<file path="config.mk">
export PLATFORM = sky130hd
export DESIGN_NAME = azimuth_source_separation_bin_core
export DESIGN_NICKNAME = d
export VERILOG_FILES = /design/src/rtl/assb_pkg.sv /design/src/rtl/azimuth_source_separation_bin_core.sv
export SDC_FILE = /design/constraint.sdc
export NUM_CORES = 2
export LEC_CHECK = 0
export ABC_CLOCK_PERIOD_IN_PS = 41700
export BUFFER_PORTS_ARGS = -buffer_cell sky130_fd_sc_hd__buf_2
export CORE_ASPECT_RATIO = 1.4
export CORE_MARGIN = 2
export CORE_UTILIZATION = 40
export CTS_CLUSTER_DIAMETER = 100
export CTS_CLUSTER_SIZE = 20
export DETAILED_ROUTE_END_ITERATION = 6
export PLACE_DENSITY = 0.59
export SLEW_MARGIN = 10
export SYNTH_ARGS = -nofsm -noshare
export SYNTH_HDL_FRONTEND = slang
export SYNTH_SLANG_ARGS = --single-unit
</file>
<file path="constraint.sdc">
create_clock -name clk_i -period 41.7 [get_ports clk_i]
set_input_delay 8.34 -clock clk_i [delete_from_list [all_inputs] [get_ports clk_i]]
set_output_delay 8.34 -clock clk_i [all_outputs]
set_load 0.01 [all_outputs]
</file>
<file path="src/rtl/assb_pkg.sv">
// shared constants and types for the azimuth source separation bin core
// no dependencies
package assb_pkg;

  localparam int unsigned IN_W          = 24;
  localparam int unsigned OUT_W         = 32;
  localparam int unsigned V_W           = 25;
  localparam int unsigned MUL_W         = 26;
  localparam int unsigned SQ_W          = 50;
  localparam int unsigned DVS_W         = 25;
  localparam int unsigned AMP_LO_W      = 17;
  localparam int unsigned MAX_STEPS_DEF = 255;

  localparam int unsigned CFG_IDX_W  = 2;
  localparam int unsigned CFG_DATA_W = 9;

  localparam logic [7:0] STEPS_RST = 8'd100;
  localparam logic [8:0] FRAC_RST  = 9'd128;
  localparam logic [7:0] WIDTH_RST = 8'd2;
  localparam logic [8:0] FRAC_ONE  = 9'd256;

  typedef enum logic [CFG_IDX_W-1:0] {
    CFG_AZIMUTH_STEPS      = 2'd0,
    CFG_DIRECTION_FRACTION = 2'd1,
    CFG_WINDOW_WIDTH       = 2'd2
  } cfg_idx_e;

endpackage

</file>
<file path="src/rtl/azimuth_source_separation_bin_core.sv">
// azimuth source separation for one stereo spectral bin
// sequencer around a shared multiplier, restoring divider and bit-serial square root
// depends on assb_pkg
//
// usage: drive the four input parts and pulse start_i while busy_o is low; the
// request is taken at that edge and busy_o stays high until the result is out.
// the four separated parts appear with valid_o high for exactly one cycle, then
// busy_o drops in the next cycle. the receiver cannot stall the block.
// configuration goes through cfg_we_i / cfg_idx_i / cfg_data_i and is taken at
// once; write it only while busy_o is low.
// sequence: each plane first divides both parts of its gain operand by beta, then
// for each of the beta+1 gains squares the difference in two parts, takes its
// bit-serial square root and updates the minimum, maximum and count, and last
// forms its amplitude. each channel rescale squares its input, takes the root
// and, per part, multiplies by the amplitude and divides in the restoring divider,
// which makes one quotient bit a cycle (ACC_W = 57 with default parameters); a zero
// channel bin skips the root and the division and takes the amplitude directly.
// reset: asynchronous, returns the sequencer to idle and the registers to
// beta 100, direction 128/256, window 2. no clearing pass is needed.
module azimuth_source_separation_bin_core #(
  parameter int unsigned MAX_AZIMUTH_STEPS = assb_pkg::MAX_STEPS_DEF
) (
  input  logic                                clk_i,
  input  logic                                rst_ni,
  input  logic                                start_i,
  output logic                                busy_o,
  output logic                                valid_o,
  input  logic                                cfg_we_i,
  input  logic [assb_pkg::CFG_IDX_W-1:0]      cfg_idx_i,
  input  logic [assb_pkg::CFG_DATA_W-1:0]     cfg_data_i,
  input  logic signed [assb_pkg::IN_W-1:0]    left_real_i,
  input  logic signed [assb_pkg::IN_W-1:0]    left_imag_i,
  input  logic signed [assb_pkg::IN_W-1:0]    right_real_i,
  input  logic signed [assb_pkg::IN_W-1:0]    right_imag_i,
  output logic signed [assb_pkg::OUT_W-1:0]   sep_left_real_o,
  output logic signed [assb_pkg::OUT_W-1:0]   sep_left_imag_o,
  output logic signed [assb_pkg::OUT_W-1:0]   sep_right_real_o,
  output logic signed [assb_pkg::OUT_W-1:0]   sep_right_imag_o
);
  import assb_pkg::*;

  localparam int unsigned BETA_W   = $clog2(MAX_AZIMUTH_STEPS + 1);
  localparam int unsigned CNT_W    = $clog2(MAX_AZIMUTH_STEPS + 2);
  localparam int unsigned AMP_W    = V_W + CNT_W;
  localparam int unsigned ACC_W    = AMP_W + IN_W - 1;
  localparam int unsigned DCNT_W   = $clog2(ACC_W + 1);
  localparam int unsigned CW       = 11;

  typedef enum logic [14:0] {
    ST_IDLE  = 15'b000000000000001,
    ST_PLOAD = 15'b000000000000010,
    ST_PDIV  = 15'b000000000000100,
    ST_SQR   = 15'b000000000001000,
    ST_SQI   = 15'b000000000010000,
    ST_ROOT  = 15'b000000000100000,
    ST_UPD   = 15'b000000001000000,
    ST_AMP   = 15'b000000010000000,
    ST_MSQR  = 15'b000000100000000,
    ST_MSQI  = 15'b000001000000000,
    ST_MROOT = 15'b000010000000000,
    ST_MULL  = 15'b000100000000000,
    ST_MULH  = 15'b001000000000000,
    ST_DIVR  = 15'b010000000000000,
    ST_DONE  = 15'b100000000000000
  } state_e;

  function automatic logic [IN_W-1:0] mag(input logic signed [IN_W-1:0] v);
    mag = v[IN_W-1] ? IN_W'(-v) : IN_W'(v);
  endfunction

  // control
  state_e              state_q;
  logic                plane_q, part_q, chan_q;
  logic [DCNT_W-1:0]   dcnt_q;
  logic [7:0]          steps_q;
  logic [8:0]          frac_q;
  logic [7:0]          width_q;

  // datapath
  logic signed [IN_W-1:0] lr_q, li_q, rr_q, ri_q;
  logic [BETA_W-1:0]      beta_q, lo_q, hi_q, i_q;
  logic [IN_W-1:0]        qb_q  [2];
  logic [BETA_W-1:0]      rb_q  [2];
  logic [IN_W-1:0]        acq_q [2];
  logic [BETA_W-1:0]      acr_q [2];
  logic [V_W-1:0]         mn_q, mx_q;
  logic [CNT_W-1:0]       cnt_q;
  logic [AMP_W-1:0]       amp_q [2];
  logic [ACC_W-1:0]       acc_q, dq_q;
  logic [DVS_W-1:0]       drem_q, dvs_q, m_q;
  logic [SQ_W-1:0]        sv_q, sr_q, sbit_q;
  logic [OUT_W-1:0]       slr_q, sli_q, srr_q, sri_q;

  // window setup from configuration
  logic [CW-1:0]         st_x, beta_x, h_x, h2_x, d_x, lo_x, hi_x;
  logic [8:0]            frac_c;
  logic [BETA_W+8:0]     bf_c;
  logic [BETA_W-1:0]     beta_c;

  always_comb begin
    st_x = CW'(steps_q);
    if (st_x == '0) begin
      beta_x = CW'(1);
    end else if (st_x > CW'(MAX_AZIMUTH_STEPS)) begin
      beta_x = CW'(MAX_AZIMUTH_STEPS);
    end else begin
      beta_x = st_x;
    end
    beta_c = beta_x[BETA_W-1:0];
    frac_c = (frac_q > FRAC_ONE) ? FRAC_ONE : frac_q;
    h_x = CW'(width_q);
    if (h_x == '0) begin
      h_x = CW'(1);
    end
    if (h_x > beta_x) begin
      h_x = beta_x;
    end
    h2_x = h_x >> 1;
    bf_c = (BETA_W+9)'(beta_c) * (BETA_W+9)'(frac_c);
    d_x  = CW'(bf_c >> 8);
    lo_x = (d_x >= h2_x) ? d_x - h2_x : '0;
    hi_x = (d_x + h2_x > beta_x) ? beta_x : d_x + h2_x;
  end

  // plane operands
  logic signed [IN_W-1:0] a_re, a_im, b_re, b_im;
  logic signed [MUL_W-1:0] cdiff [2];
  logic [BETA_W:0]         rsum [2];
  logic                    wrap [2];

  always_comb begin
    a_re = plane_q ? rr_q : lr_q;
    a_im = plane_q ? ri_q : li_q;
    b_re = plane_q ? lr_q : rr_q;
    b_im = plane_q ? li_q : ri_q;
    for (int k = 0; k < 2; k++) begin
      logic [IN_W:0]           g;
      logic signed [MUL_W-1:0] gb;
      logic                    bneg;
      g    = (IN_W+1)'(acq_q[k]) +
             (IN_W+1)'({acr_q[k], 1'b0} >= {1'b0, beta_q});
      bneg = (k == 0) ? b_re[IN_W-1] : b_im[IN_W-1];
      gb   = bneg ? -MUL_W'(g) : MUL_W'(g);
      cdiff[k] = ((k == 0) ? MUL_W'(a_re) : MUL_W'(a_im)) - gb;
      rsum[k]  = {1'b0, acr_q[k]} + {1'b0, rb_q[k]};
      wrap[k]  = rsum[k] >= {1'b0, beta_q};
    end
  end

  // rescale operands
  logic signed [IN_W-1:0] x_re, x_im, xp;
  logic [AMP_W-1:0]       amp_sel;
  logic [IN_W-1:0]        pb_abs;

  always_comb begin
    x_re    = chan_q ? rr_q : lr_q;
    x_im    = chan_q ? ri_q : li_q;
    xp      = part_q ? x_im : x_re;
    amp_sel = chan_q ? amp_q[0] : amp_q[1];
    pb_abs  = part_q ? mag(b_im) : mag(b_re);
  end

  // shared multiplier
  logic signed [MUL_W-1:0]   mul_a, mul_b;
  logic signed [2*MUL_W-1:0] mul_p;
  logic [ACC_W-1:0]          mul_u, acc_sum;

  always_comb begin
    case (state_q)
      ST_SQR: begin
        mul_a = cdiff[0];
        mul_b = cdiff[0];
      end
      ST_SQI: begin
        mul_a = cdiff[1];
        mul_b = cdiff[1];
      end
      ST_AMP: begin
        mul_a = MUL_W'(cnt_q);
        mul_b = MUL_W'(mx_q - mn_q);
      end
      ST_MSQR: begin
        mul_a = MUL_W'(x_re);
        mul_b = MUL_W'(x_re);
      end
      ST_MSQI: begin
        mul_a = MUL_W'(x_im);
        mul_b = MUL_W'(x_im);
      end
      ST_MULL: begin
        mul_a = MUL_W'(amp_sel[AMP_LO_W-1:0]);
        mul_b = MUL_W'(mag(xp));
      end
      ST_MULH: begin
        mul_a = MUL_W'(amp_sel[AMP_W-1:AMP_LO_W]);
        mul_b = MUL_W'(mag(xp));
      end
      default: begin
        mul_a = '0;
        mul_b = '0;
      end
    endcase
    mul_p   = mul_a * mul_b;
    mul_u   = ACC_W'(mul_p[2*MUL_W-2:0]);
    acc_sum = acc_q + mul_u;
  end

  // divider and square root steps
  logic [DVS_W:0]    div_rs;
  logic              div_ge;
  logic [SQ_W-1:0]   sq_t;
  logic              sq_ge;

  always_comb begin
    div_rs = {drem_q, dq_q[ACC_W-1]};
    div_ge = div_rs >= {1'b0, dvs_q};
    sq_t   = sr_q + sbit_q;
    sq_ge  = sv_q >= sq_t;
  end

  // final rounding and saturation
  logic [ACC_W:0]     qr;
  logic [OUT_W-1:0]   fin_v, amp_sat;
  logic [ACC_W-1:0]   amp_x;
  logic [V_W-1:0]     root_v;
  logic               in_win;

  always_comb begin
    qr = (ACC_W+1)'(dq_q) + (ACC_W+1)'({drem_q, 1'b0} >= {1'b0, dvs_q});
    if (!xp[IN_W-1]) begin
      fin_v = (qr > (ACC_W+1)'(32'h7fff_ffff)) ? 32'h7fff_ffff : qr[OUT_W-1:0];
    end else begin
      fin_v = (qr > (ACC_W+1)'(32'h8000_0000)) ? 32'h8000_0000 : -qr[OUT_W-1:0];
    end
    amp_x   = ACC_W'(amp_sel);
    amp_sat = (amp_x > ACC_W'(32'h7fff_ffff)) ? 32'h7fff_ffff : amp_x[OUT_W-1:0];
    root_v  = sr_q[V_W-1:0];
    in_win  = (i_q >= lo_q) && (i_q <= hi_q);
  end

  // control registers
  always_ff @(posedge clk_i or negedge rst_ni) begin
    if (!rst_ni) begin
      state_q <= ST_IDLE;
      plane_q <= 1'b0;
      part_q  <= 1'b0;
      chan_q  <= 1'b0;
      dcnt_q  <= '0;
      steps_q <= STEPS_RST;
      frac_q  <= FRAC_RST;
      width_q <= WIDTH_RST;
    end else begin
      if (cfg_we_i) begin
        case (cfg_idx_i)
          CFG_AZIMUTH_STEPS:      steps_q <= cfg_data_i[7:0];
          CFG_DIRECTION_FRACTION: frac_q  <= cfg_data_i;
          CFG_WINDOW_WIDTH:       width_q <= cfg_data_i[7:0];
          default: ;
        endcase
      end
      case (state_q)
        ST_IDLE: begin
          if (start_i) begin
            plane_q <= 1'b0;
            part_q  <= 1'b0;
            state_q <= ST_PLOAD;
          end
        end
        ST_PLOAD: begin
          dcnt_q  <= DCNT_W'(ACC_W);
          state_q <= ST_PDIV;
        end
        ST_PDIV: begin
          if (dcnt_q != '0) begin
            dcnt_q <= dcnt_q - 1'b1;
          end else if (!part_q) begin
            part_q  <= 1'b1;
            state_q <= ST_PLOAD;
          end else begin
            state_q <= ST_SQR;
          end
        end
        ST_SQR: state_q <= ST_SQI;
        ST_SQI: state_q <= ST_ROOT;
        ST_ROOT: begin
          if (sbit_q == '0) begin
            state_q <= ST_UPD;
          end
        end
        ST_UPD: state_q <= (i_q == beta_q) ? ST_AMP : ST_SQR;
        ST_AMP: begin
          if (!plane_q) begin
            plane_q <= 1'b1;
            part_q  <= 1'b0;
            state_q <= ST_PLOAD;
          end else begin
            chan_q  <= 1'b0;
            state_q <= ST_MSQR;
          end
        end
        ST_MSQR: state_q <= ST_MSQI;
        ST_MSQI: begin
          if (acc_sum != '0) begin
            state_q <= ST_MROOT;
          end else if (!chan_q) begin
            chan_q  <= 1'b1;
            state_q <= ST_MSQR;
          end else begin
            state_q <= ST_DONE;
          end
        end
        ST_MROOT: begin
          if (sbit_q == '0) begin
            part_q  <= 1'b0;
            state_q <= ST_MULL;
          end
        end
        ST_MULL: state_q <= ST_MULH;
        ST_MULH: begin
          dcnt_q  <= DCNT_W'(ACC_W);
          state_q <= ST_DIVR;
        end
        ST_DIVR: begin
          if (dcnt_q != '0) begin
            dcnt_q <= dcnt_q - 1'b1;
          end else if (!part_q) begin
            part_q  <= 1'b1;
            state_q <= ST_MULL;
          end else if (!chan_q) begin
            chan_q  <= 1'b1;
            state_q <= ST_MSQR;
          end else begin
            state_q <= ST_DONE;
          end
        end
        ST_DONE: state_q <= ST_IDLE;
        default: state_q <= ST_IDLE;
      endcase
    end
  end

  // datapath registers
  always_ff @(posedge clk_i) begin
    case (state_q)
      ST_IDLE: begin
        if (start_i) begin
          lr_q   <= left_real_i;
          li_q   <= left_imag_i;
          rr_q   <= right_real_i;
          ri_q   <= right_imag_i;
          beta_q <= beta_c;
          lo_q   <= lo_x[BETA_W-1:0];
          hi_q   <= hi_x[BETA_W-1:0];
        end
      end
      ST_PLOAD: begin
        dq_q   <= ACC_W'(pb_abs);
        drem_q <= '0;
        dvs_q  <= DVS_W'(beta_q);
      end
      ST_PDIV: begin
        if (dcnt_q != '0) begin
          drem_q <= div_ge ? DVS_W'(div_rs - {1'b0, dvs_q}) : div_rs[DVS_W-1:0];
          dq_q   <= {dq_q[ACC_W-2:0], div_ge};
        end else begin
          qb_q[part_q] <= dq_q[IN_W-1:0];
          rb_q[part_q] <= drem_q[BETA_W-1:0];
          if (part_q) begin
            i_q      <= '0;
            acq_q[0] <= '0;
            acq_q[1] <= '0;
            acr_q[0] <= '0;
            acr_q[1] <= '0;
            mn_q     <= '1;
            mx_q     <= '0;
            cnt_q    <= '0;
          end
        end
      end
      ST_SQR, ST_MSQR, ST_MULL: acc_q <= mul_u;
      ST_SQI: begin
        sv_q   <= acc_sum[SQ_W-1:0];
        sr_q   <= '0;
        sbit_q <= SQ_W'(1) << (SQ_W - 2);
      end
      ST_ROOT, ST_MROOT: begin
        if (sbit_q != '0) begin
          if (sq_ge) begin
            sv_q <= sv_q - sq_t;
            sr_q <= (sr_q >> 1) + sbit_q;
          end else begin
            sr_q <= sr_q >> 1;
          end
          sbit_q <= sbit_q >> 2;
        end else if (state_q == ST_MROOT) begin
          m_q <= sr_q[DVS_W-1:0];
        end
      end
      ST_UPD: begin
        if (root_v < mn_q) begin
          mn_q  <= root_v;
          cnt_q <= CNT_W'(in_win);
        end else if (root_v == mn_q) begin
          cnt_q <= cnt_q + CNT_W'(in_win);
        end
        if (root_v > mx_q) begin
          mx_q <= root_v;
        end
        if (i_q != beta_q) begin
          i_q <= i_q + 1'b1;
          for (int k = 0; k < 2; k++) begin
            acr_q[k] <= wrap[k] ? BETA_W'(rsum[k] - {1'b0, beta_q}) : rsum[k][BETA_W-1:0];
            acq_q[k] <= acq_q[k] + qb_q[k] + IN_W'(wrap[k]);
          end
        end
      end
      ST_AMP: amp_q[plane_q] <= AMP_W'(mul_u);
      ST_MSQI: begin
        sv_q   <= acc_sum[SQ_W-1:0];
        sr_q   <= '0;
        sbit_q <= SQ_W'(1) << (SQ_W - 2);
        if (acc_sum == '0) begin
          if (chan_q) begin
            srr_q <= amp_sat;
            sri_q <= '0;
          end else begin
            slr_q <= amp_sat;
            sli_q <= '0;
          end
        end
      end
      ST_MULH: begin
        dq_q   <= acc_sum + (mul_u << AMP_LO_W) - mul_u;
        drem_q <= '0;
        dvs_q  <= m_q;
      end
      ST_DIVR: begin
        if (dcnt_q != '0) begin
          drem_q <= div_ge ? DVS_W'(div_rs - {1'b0, dvs_q}) : div_rs[DVS_W-1:0];
          dq_q   <= {dq_q[ACC_W-2:0], div_ge};
        end else begin
          case ({chan_q, part_q})
            2'b00:   slr_q <= fin_v;
            2'b01:   sli_q <= fin_v;
            2'b10:   srr_q <= fin_v;
            default: sri_q <= fin_v;
          endcase
        end
      end
      default: ;
    endcase
  end

  assign busy_o           = (state_q != ST_IDLE);
  assign valid_o          = (state_q == ST_DONE);
  assign sep_left_real_o  = slr_q;
  assign sep_left_imag_o  = sli_q;
  assign sep_right_real_o = srr_q;
  assign sep_right_imag_o = sri_q;

endmodule

</file>
# Word-level counts from Yosys, hierarchy flattened
# Memories as Yosys holds them, arrays and structs flattened.
# Cells that the tools add are included.
totals:
  register_bits: 697
  ram_bits: 196
  input_bits: 111
  out_inout_bits: 130
  elab_cells: 307
  memories: 5
classes:
  n_addsub: 32
  n_mul: 2
  order_cmp: 18
  n_eq_ne: 48
  mux: 119
  bitwise_logic: 5
  n_reduce_logical: 47
mem_list:
  columns: ["name", "depth", "word_bits", "read_ports", "rd_ports_with_merged_regs", "write_ports", "line_no", "source"]
  rows:
  - ["amp_q", 2, 34, 2, 0, 1, "azimuth_source_separation_bin_core.sv:88", "logic [AMP_W-1:0] amp_q [2];"]
  - ["acq_q", 2, 24, 2, 0, 2, "azimuth_source_separation_bin_core.sv:84", "logic [IN_W-1:0] acq_q [2];"]
  - ["qb_q", 2, 24, 2, 0, 1, "azimuth_source_separation_bin_core.sv:82", "logic [IN_W-1:0] qb_q [2];"]
  - ["acr_q", 2, 8, 2, 0, 2, "azimuth_source_separation_bin_core.sv:85", "logic [BETA_W-1:0] acr_q [2];"]
  - ["rb_q", 2, 8, 2, 0, 1, "azimuth_source_separation_bin_core.sv:83", "logic [BETA_W-1:0] rb_q [2];"]
op_table:
  columns: ["cell", "n"]
  rows:
  - ["two-way mux 32 bit", 20]
  - ["two-way mux 24 bit", 13]
  - ["one-hot mux 50 bit (2 select lines)", 3]
  - ["one-hot mux 32 bit (2 select lines)", 4]
  - ["two-way mux 50 bit", 5]
  - ["one-hot mux 15 bit (14 select lines)", 1]
  - ["two-way mux 25 bit", 8]
  - ["one-hot mux 25 bit (2 select lines)", 4]
  - ["one-hot mux 26 bit (7 select lines)", 1]
  - ["one-hot mux 57 bit (3 select lines)", 1]
  - ["one-hot mux 26 bit (6 select lines)", 1]
  - ["two-way mux 15 bit", 8]
  - ["two-way mux 8 bit", 12]
  - ["negator 24 bit", 3]
  - ["adder 57 x 1 -> 58 bit", 1]
  - ["greater-than comparator 58 x 31 -> 1 bit (second input constant)", 1]
  - ["greater-than comparator 58 x 32 -> 1 bit (second input constant)", 1]
  - ["adder 52 x 57 -> 57 bit", 1]
  - ["logical NOT 57 bit", 1]
  - ["two-way mux 57 bit", 1]
  - ["nonzero test 57 bit", 1]
  - ["subtractor 57 x 51 -> 57 bit", 1]
  - ["two-way mux 9 bit", 6]
  - ["adder 51 x 51 -> 52 bit", 1]
  - ["83 further kinds", 172]

# Depth between registers and ports, before layout
# An unclocked memory read counts as a cell.
logic_depth:
  ltp_word: 12
  ltp_mapped: 90
  mapped_depth_nobuf: 87

# Worst setup path before layout
# Ideal clock, no wire load.
synth_path:
  path_kind: "flip-flop to flip-flop"
  startpoint: "register plane_q"
  endpoint: "register dq_q[56] (data pin)"
  setup_time_ns: 0.269
  arrival_time_ns: 17.505
  t_required_ns: 41.431
  slack_ns: 23.926
  stages_incl_launch_ff: 75
  n_path_buf: 10
  synth_period_minus_slack_ns: 17.774
  path_cell_list: "dfrtp_1 > clkbuf_1 > buf_2 > buf_1 > buf_1 > buf_2 > buf_1 > clkbuf_1 > clkbuf_1 > mux2_2 > fa_1 > a21oi_1 > o21ai_0 > o41a_1 > a221o_1 > o41ai_2 > o211ai_1 > a21o_1 > [... 39 more ...] > xor2_1 > fa_1 > inv_1 > ha_1 > a21o_1 > a21o_1 > a21o_1 > a21o_1 > a21oi_1 > o21ai_0 > o41ai_1 > a2111oi_0 > o21ai_0 > nand2b_1 > a2111oi_0 > o21bai_1 > xnor2_1 > o21ai_0"
synth_via:
  elab_chain_len: 9
  word_cells_on_any_way: 15
  cone_classes: "5 x add/sub; 1 x mul; 9 x mux"
synth_rtl:
  columns: ["element", "line_no", "source"]
  rows:
  - ["start: declaration", "azimuth_source_separation_bin_core.sv:73", "logic plane_q, part_q, chan_q;"]
  - ["start signal: assignment", "azimuth_source_separation_bin_core.sv:245", "plane_q <= 1'b0;"]
  - ["start signal: assignment", "azimuth_source_separation_bin_core.sv:264", "plane_q <= 1'b0;"]
  - ["start signal: assignment", "azimuth_source_separation_bin_core.sv:293", "plane_q <= 1'b1;"]
  - ["two-way mux 24 bit, on equally long branches", "azimuth_source_separation_bin_core.sv:135, azimuth_source_separation_bin_core.sv:134", null]
  - ["two-way mux 26 bit", "azimuth_source_separation_bin_core.sv:143", "gb = bneg ? -MUL_W'(g) : MUL_W'(g);"]
  - ["subtractor 24 x 26 -> 26 bit", "azimuth_source_separation_bin_core.sv:144", "cdiff[k] = ((k == 0) ? MUL_W'(a_re) : MUL_W'(a_im)) - gb;"]
  - ["one-hot mux 26 bit (7 select lines) or one-hot mux 26 bit (6 select lines) (tied branches)", "azimuth_source_separation_bin_core.sv:169", "case (state_q)"]
  - ["multiplier 26 x 26 -> 51 bit *", "azimuth_source_separation_bin_core.sv:203", "mul_p = mul_a * mul_b;"]
  - ["named net mul_p[31]", "azimuth_source_separation_bin_core.sv:165", "logic signed [2*MUL_W-1:0] mul_p;"]
  - ["adder 51 x 51 -> 52 bit", "azimuth_source_separation_bin_core.sv:205", "acc_sum = acc_q + mul_u;"]
  - ["adder 52 x 57 -> 57 bit", "azimuth_source_separation_bin_core.sv:433", "dq_q <= acc_sum + (mul_u << AMP_LO_W) - mul_u;"]
  - ["subtractor 57 x 51 -> 57 bit *", "azimuth_source_separation_bin_core.sv:433", null]
  - ["one-hot mux 57 bit (3 select lines) *", "azimuth_source_separation_bin_core.sv:344", "case (state_q)"]
  - ["end signal: assignment", "azimuth_source_separation_bin_core.sv:357", "dq_q <= ACC_W'(pb_abs);"]
  - ["end signal: assignment", "azimuth_source_separation_bin_core.sv:433", null]
  - ["end signal: assignment", "azimuth_source_separation_bin_core.sv:440", "dq_q <= {dq_q[ACC_W-2:0], div_ge};"]
  - ["end: declaration", "azimuth_source_separation_bin_core.sv:89", "logic [ACC_W-1:0] acc_q, dq_q;"]
# The timed path passes the listed nets; every way through them passes the cells marked *.
# A chain may end at the register's enable or synchronous reset.

# Final worst setup path
layout_path:
  startpoint: "register beta_q[1]"
  endpoint: "register dq_q[56] (data pin)"
layout_via:
  elab_chain_len: 11
  word_cells_on_any_way: 17
  cone_classes: "9 x add/sub; 1 x mul; 2 x order compare; 5 x mux"
layout_rtl:
  columns: ["element", "line_no", "source"]
  rows:
  - ["start: declaration", "azimuth_source_separation_bin_core.sv:81", "logic [BETA_W-1:0] beta_q, lo_q, hi_q, i_q;"]
  - ["start signal: assignment", "azimuth_source_separation_bin_core.sv:351", "beta_q <= beta_c;"]
  - ["greater-or-equal comparator 9 x 8 -> 1 bit", "azimuth_source_separation_bin_core.sv:141", "(IN_W+1)'({acr_q[k], 1'b0} >= {1'b0, beta_q});"]
  - ["adder 24 x 1 -> 25 bit", "azimuth_source_separation_bin_core.sv:140", "g = (IN_W+1)'(acq_q[k]) +"]
  - ["negator 25 -> 26 bit", "azimuth_source_separation_bin_core.sv:143", null]
  - ["two-way mux 26 bit", "azimuth_source_separation_bin_core.sv:143", null]
  - ["subtractor 24 x 26 -> 26 bit", "azimuth_source_separation_bin_core.sv:144", null]
  - ["one-hot mux 26 bit (7 select lines) or one-hot mux 26 bit (6 select lines) (tied branches)", "azimuth_source_separation_bin_core.sv:169", null]
  - ["multiplier 26 x 26 -> 51 bit *", "azimuth_source_separation_bin_core.sv:203", null]
  - ["named net mul_p[31]", "azimuth_source_separation_bin_core.sv:165", null]
  - ["adder 51 x 51 -> 52 bit", "azimuth_source_separation_bin_core.sv:205", null]
  - ["adder 52 x 57 -> 57 bit", "azimuth_source_separation_bin_core.sv:433", null]
  - ["subtractor 57 x 51 -> 57 bit *", "azimuth_source_separation_bin_core.sv:433", null]
  - ["one-hot mux 57 bit (3 select lines) *", "azimuth_source_separation_bin_core.sv:344", null]
# Marks and branches as above.

==> run_summary.xml <==
<?xml version="1.0" encoding="UTF-8"?>
<metrics>
  <group name="status">
    <metric name="run_status" unit="">finished with violations</metric>
    <metric name="violations_in_the_final_reports" unit="">design-rule violations</metric>
  </group>
  <group name="critical_path">
    <metric name="timing.reg2reg.setup_slack" unit="ns">20.11</metric>
    <metric name="cp_most_frequent_cell" unit="">sky130_fd_sc_hd__o21ai_0</metric>
    <metric name="start_kind" unit="">flop</metric>
    <metric name="worst_r2r_startpoint" unit="">beta_q[1]$_DFFE_PP_</metric>
    <metric name="critical_path_cell_count" unit="">81</metric>
    <metric name="rr_worst_depth" unit="">81</metric>
    <metric name="cp_slowest_cell" unit="">sky130_fd_sc_hd__nor4b_2</metric>
    <metric name="worst-endpoint-arrival" unit="ns">22.04</metric>
    <metric name="crit_fanout" unit="">27</metric>
    <metric name="cp_slowest_stage_delay" unit="ns">0.83</metric>
    <metric name="critical_path.top_delay_family" unit="">compound AO/OA/AOI/OAI gates</metric>
    <metric name="critical_path.endpoint" unit="">dq_q[56]$_DFFE_PP_</metric>
    <metric name="worstPathRequired" unit="ns">42.15</metric>
    <metric name="worst_r2r_endpoint" unit="">dq_q[56]$_DFFE_PP_</metric>
    <metric name="cp-startpoint" unit="">beta_q[1]$_DFFE_PP_</metric>
    <metric name="worst-path-buf-inv" unit="">7</metric>
    <metric name="setup.worst_path.class" unit="">reg -&gt; reg</metric>
    <metric name="timing.critical_path.to_type" unit="">flop</metric>
  </group>
  <group name="logic_synthesis">
    <metric name="synth_top_flop_cell" unit="">sky130_fd_sc_hd__edfxtp_1</metric>
    <metric name="number_of_synthesized_flops_with_an_enable_pin" unit="">819</metric>
    <metric name="mappedNetlistNets" unit="">10900</metric>
    <metric name="yosysTopAreaCell" unit="">sky130_fd_sc_hd__edfxtp_1</metric>
    <metric name="asyncSetResetFlopFracSynth" unit="">0.0565</metric>
    <metric name="synth-warning-count" unit="">0</metric>
    <metric name="post_synth_num_cell_types" unit="">106</metric>
    <metric name="synth-seq-area-share" unit="">0.287</metric>
    <metric name="ys_ff_latch" unit="">868</metric>
    <metric name="syn-cell-area" unit="um2">89800</metric>
    <metric name="post_synth_main_area_contributors" unit="">sky130_fd_sc_hd__edfxtp_1, sky130_fd_sc_hd__fa_1, sky130_fd_sc_hd__ha_1</metric>
    <metric name="syn_avg_cell_area" unit="um2">9.63</metric>
    <metric name="yosys.area.top_type_share" unit="">0.274</metric>
    <metric name="syn_inst" unit="">9330</metric>
  </group>
  <group name="clocking">
    <metric name="cts_buffers" unit="">53</metric>
    <metric name="clock_insertion_delay_worst_skew" unit="ns">0.77</metric>
    <metric name="ctsResizeCount" unit="">0</metric>
    <metric name="ctsRootBufferMaster" unit="">sky130_fd_sc_hd__clkbuf_16</metric>
    <metric name="cts_hold_repair.buffers" unit="">0</metric>
    <metric name="post_cts_setup_buffer_count" unit="">0</metric>
    <metric name="cts.sink_count" unit="">868</metric>
    <metric name="tritoncts" unit="">built</metric>
    <metric name="path_clk_slew" unit="ns">0.10</metric>
    <metric name="htreeDepth" unit="">2</metric>
    <metric name="cts-root-to-sink-buffers" unit="">3</metric>
  </group>
  <group name="placement">
    <metric name="post_dp_cell_area" unit="um2">94800</metric>
    <metric name="place_congestion" unit="">1.01</metric>
    <metric name="detailedPlace.worstSlack" unit="ns">20.59</metric>
    <metric name="dpl.hpwl" unit="mm">266</metric>
    <metric name="port_buffers" unit="">240</metric>
  </group>
  <group name="detailed_routing">
    <metric name="dr.first_iter.drc_count" unit="">5828</metric>
    <metric name="drt-wirelength-per-cell" unit="um">26.8</metric>
    <metric name="routed-via-count" unit="">71600</metric>
    <metric name="remaining_drcs" unit="">2</metric>
    <metric name="drt_first_pass_iters" unit="">7</metric>
    <metric name="routed_wl" unit="mm">331</metric>
    <metric name="drtAntennaViolNets" unit="">0</metric>
    <metric name="avgViaCountPerCell" unit="">5.78</metric>
  </group>
  <group name="global_routing">
    <metric name="grt_usage" unit="">0.288</metric>
    <metric name="globalRoute.totalOverflow" unit="">0</metric>
    <metric name="grt_start_max_net_pins" unit="">85</metric>
    <metric name="via_count_of_the_first_global_routing_pass" unit="">73500</metric>
    <metric name="wire_length_of_the_first_global_routing_pass" unit="mm">484</metric>
    <metric name="number_of_antenna_violations_at_the_first_check_in_global_routing" unit="">46</metric>
  </group>
  <group name="finish">
    <metric name="final_layout_size_suffix_gt1_frac" unit="">0.0768</metric>
    <metric name="area.growth.synth_to_final" unit="%">7.41</metric>
    <metric name="nets" unit="">11000</metric>
    <metric name="mostFrequentLayoutCells" unit="">sky130_fd_sc_hd__inv_1, sky130_fd_sc_hd__nand2_1, sky130_fd_sc_hd__edfxtp_1</metric>
    <metric name="stdcell_area" unit="um2">96500</metric>
    <metric name="commonest_non_fill_non_tap_cell_in_the_layout" unit="">sky130_fd_sc_hd__inv_1</metric>
  </group>
  <group name="sta">
    <metric name="finalMaxSlewViolations" unit="">0</metric>
    <metric name="timing.final.ws_setup" unit="ns">20.11</metric>
    <metric name="hold_viol_final" unit="">0</metric>
    <metric name="fin_hold_ws" unit="ns">0.501</metric>
    <metric name="timing.max_slew.rel_slack" unit="">0.0638</metric>
    <metric name="min_period_over_period" unit="">0.518</metric>
    <metric name="maxClockFrequency" unit="MHz">46.3</metric>
    <metric name="fin_worst_skew" unit="ns">0.0631</metric>
    <metric name="report.final.setup_viol" unit="">0</metric>
    <metric name="final.setup.tns" unit="ns">0</metric>
    <metric name="setup_repair_after_global_routing_missed_its_margin" unit="">no</metric>
    <metric name="period_minus_slack" unit="ns">21.59</metric>
    <metric name="tightestPinTransition" unit="ns">1.40</metric>
  </group>
  <group name="floorplan">
    <metric name="die-area" unit="um2">228000</metric>
    <metric name="floorplan.die.width" unit="um">405</metric>
    <metric name="floorplan.core_area" unit="um2">223000</metric>
    <metric name="floorplan.die.height" unit="um">565</metric>
    <metric name="ios" unit="">241</metric>
    <metric name="initial_utilization" unit="">0.403</metric>
    <metric name="fp-row-count" unit="">205</metric>
  </group>
  <group name="job">
    <metric name="max-cap-violations" unit="">0</metric>
  </group>
  <group name="power_and_ir_drop">
    <metric name="ir_worst_vdd" unit="V">0.0000550</metric>
    <metric name="leakagePower" unit="nW">41.1</metric>
    <metric name="power.density" unit="nW/um2">27.3</metric>
  </group>
  <group name="worst_hold_path">
    <metric name="hold_path_class" unit="">reg -&gt; reg</metric>
  </group>
</metrics>
-- area by class of cell --
type	count	area (um2)
well taps	2898	3630
clock buffers	78	1440
flip-flops and latches	868	25800
inverters	1149	4310
fillers	21500	127000
clock inverters	12	149
diodes	22	55.1
multi-input cells	6958	58700
repair buffers	390	2330
-- stage by stage --
stage,util,power [W],cells
3_5_place_dp,0.425,0.00205,12300
2_1_floorplan,-,0.00178,9330
5_1_grt,0.432,0.00277,12400
6_report,0.432,0.00263,12400
4_1_cts,0.432,0.00263,12400
3_3_place_gp,0.425,0.00204,12300
-- metal layers --
layer / vias up / track usage / part of all wire
li1: 32100 / - / -
met1: 35700 / 0.315 / 0.36
met2: 2750 / 0.483 / 0.48
met3: 1034 / 0.0543 / 0.065
met4: 18 / 0.241 / 0.10
met5: - / 0 / 0.00034
-- worst min-delay path by stage --
stage                     cells after the start              startpoint                     end  slack [ns]
final                                         1  state_q[3]$_DFFE_PN0P_  state_q[6]$_DFFE_PN0P_        0.50
after global routing                          1  state_q[3]$_DFFE_PN0P_  state_q[6]$_DFFE_PN0P_        0.52
after CTS                                     1  state_q[3]$_DFFE_PN0P_  state_q[6]$_DFFE_PN0P_        0.50
after detailed placement                      1   frac_q[2]$_DFFE_PN0P_   frac_q[2]$_DFFE_PN0P_        0.49
after global placement                        1  state_q[3]$_DFFE_PN0P_  state_q[6]$_DFFE_PN0P_        0.48
after floorplan                               0      dq_q[11]$_DFFE_PP_   qb_q[0][11]$_DFFE_PP_        0.44
-- synthesized netlist by cell type, types with 43 or more instances --
library cell	number
sky130_fd_sc_hd__a21o_1	236
sky130_fd_sc_hd__edfxtp_1	819
sky130_fd_sc_hd__nor3_1	149
sky130_fd_sc_hd__dfrtp_1	43
sky130_fd_sc_hd__nor4_1	44
sky130_fd_sc_hd__clkbuf_1	294
sky130_fd_sc_hd__and2_1	168
sky130_fd_sc_hd__mux2i_1	153
sky130_fd_sc_hd__o21a_1	76
sky130_fd_sc_hd__nand3_1	132
sky130_fd_sc_hd__inv_1	1146
sky130_fd_sc_hd__nor2b_1	115
sky130_fd_sc_hd__a21oi_1	472
sky130_fd_sc_hd__and3_1	104
sky130_fd_sc_hd__nand2_1	983
sky130_fd_sc_hd__o21bai_1	83
sky130_fd_sc_hd__xor2_1	312
sky130_fd_sc_hd__mux2_2	91
sky130_fd_sc_hd__or3_1	59
sky130_fd_sc_hd__a31oi_1	91
sky130_fd_sc_hd__a211oi_1	72
sky130_fd_sc_hd__nand2b_1	110
sky130_fd_sc_hd__fa_1	794
sky130_fd_sc_hd__nor2_1	638
sky130_fd_sc_hd__ha_1	711
sky130_fd_sc_hd__nand4_1	86
sky130_fd_sc_hd__o21ai_0	372
sky130_fd_sc_hd__xnor2_1	378
-- logic make-up after synthesis --
kind of cell | after synthesis | share of synthesized area
mux | 260 | 0.0325
flops | 868 | 0.287
buf+inv | 1504 | 0.0636
simple gates | 2722 | 0.143
compound gates | 1781 | 0.130
xor+xnor | 690 | 0.0673
fa+ha+maj | 1505 | 0.276
-- sequential cells by signal, summed over array words and instances, names as in the netlist, 24 cells and up --
| register | cells |
|---|---|
| rr_q | 24 |
| lr_q | 24 |
| sep_left_real_o | 32 |
| mx_q | 25 |
| sep_right_imag_o | 32 |
| sr_q | 50 |
| acc_q | 51 |
| sep_left_imag_o | 32 |
| mn_q | 25 |
| sbit_q | 25 |
| dq_q | 57 |
| li_q | 24 |
| sep_right_real_o | 32 |
| dvs_q | 25 |
| qb_q | 48 |
| m_q | 25 |
| amp_q | 68 |
| ri_q | 24 |
| drem_q | 25 |
| sv_q | 50 |
| acq_q | 48 |
-- report_power, final --
group          switching (W)  internal [W]  total, W
combinational       0.000554      0.000362  0.000916
clock               0.000331      0.000246  0.000577
sequential         0.0000931       0.00104   0.00114
Power figures use the tool's default switching activity.
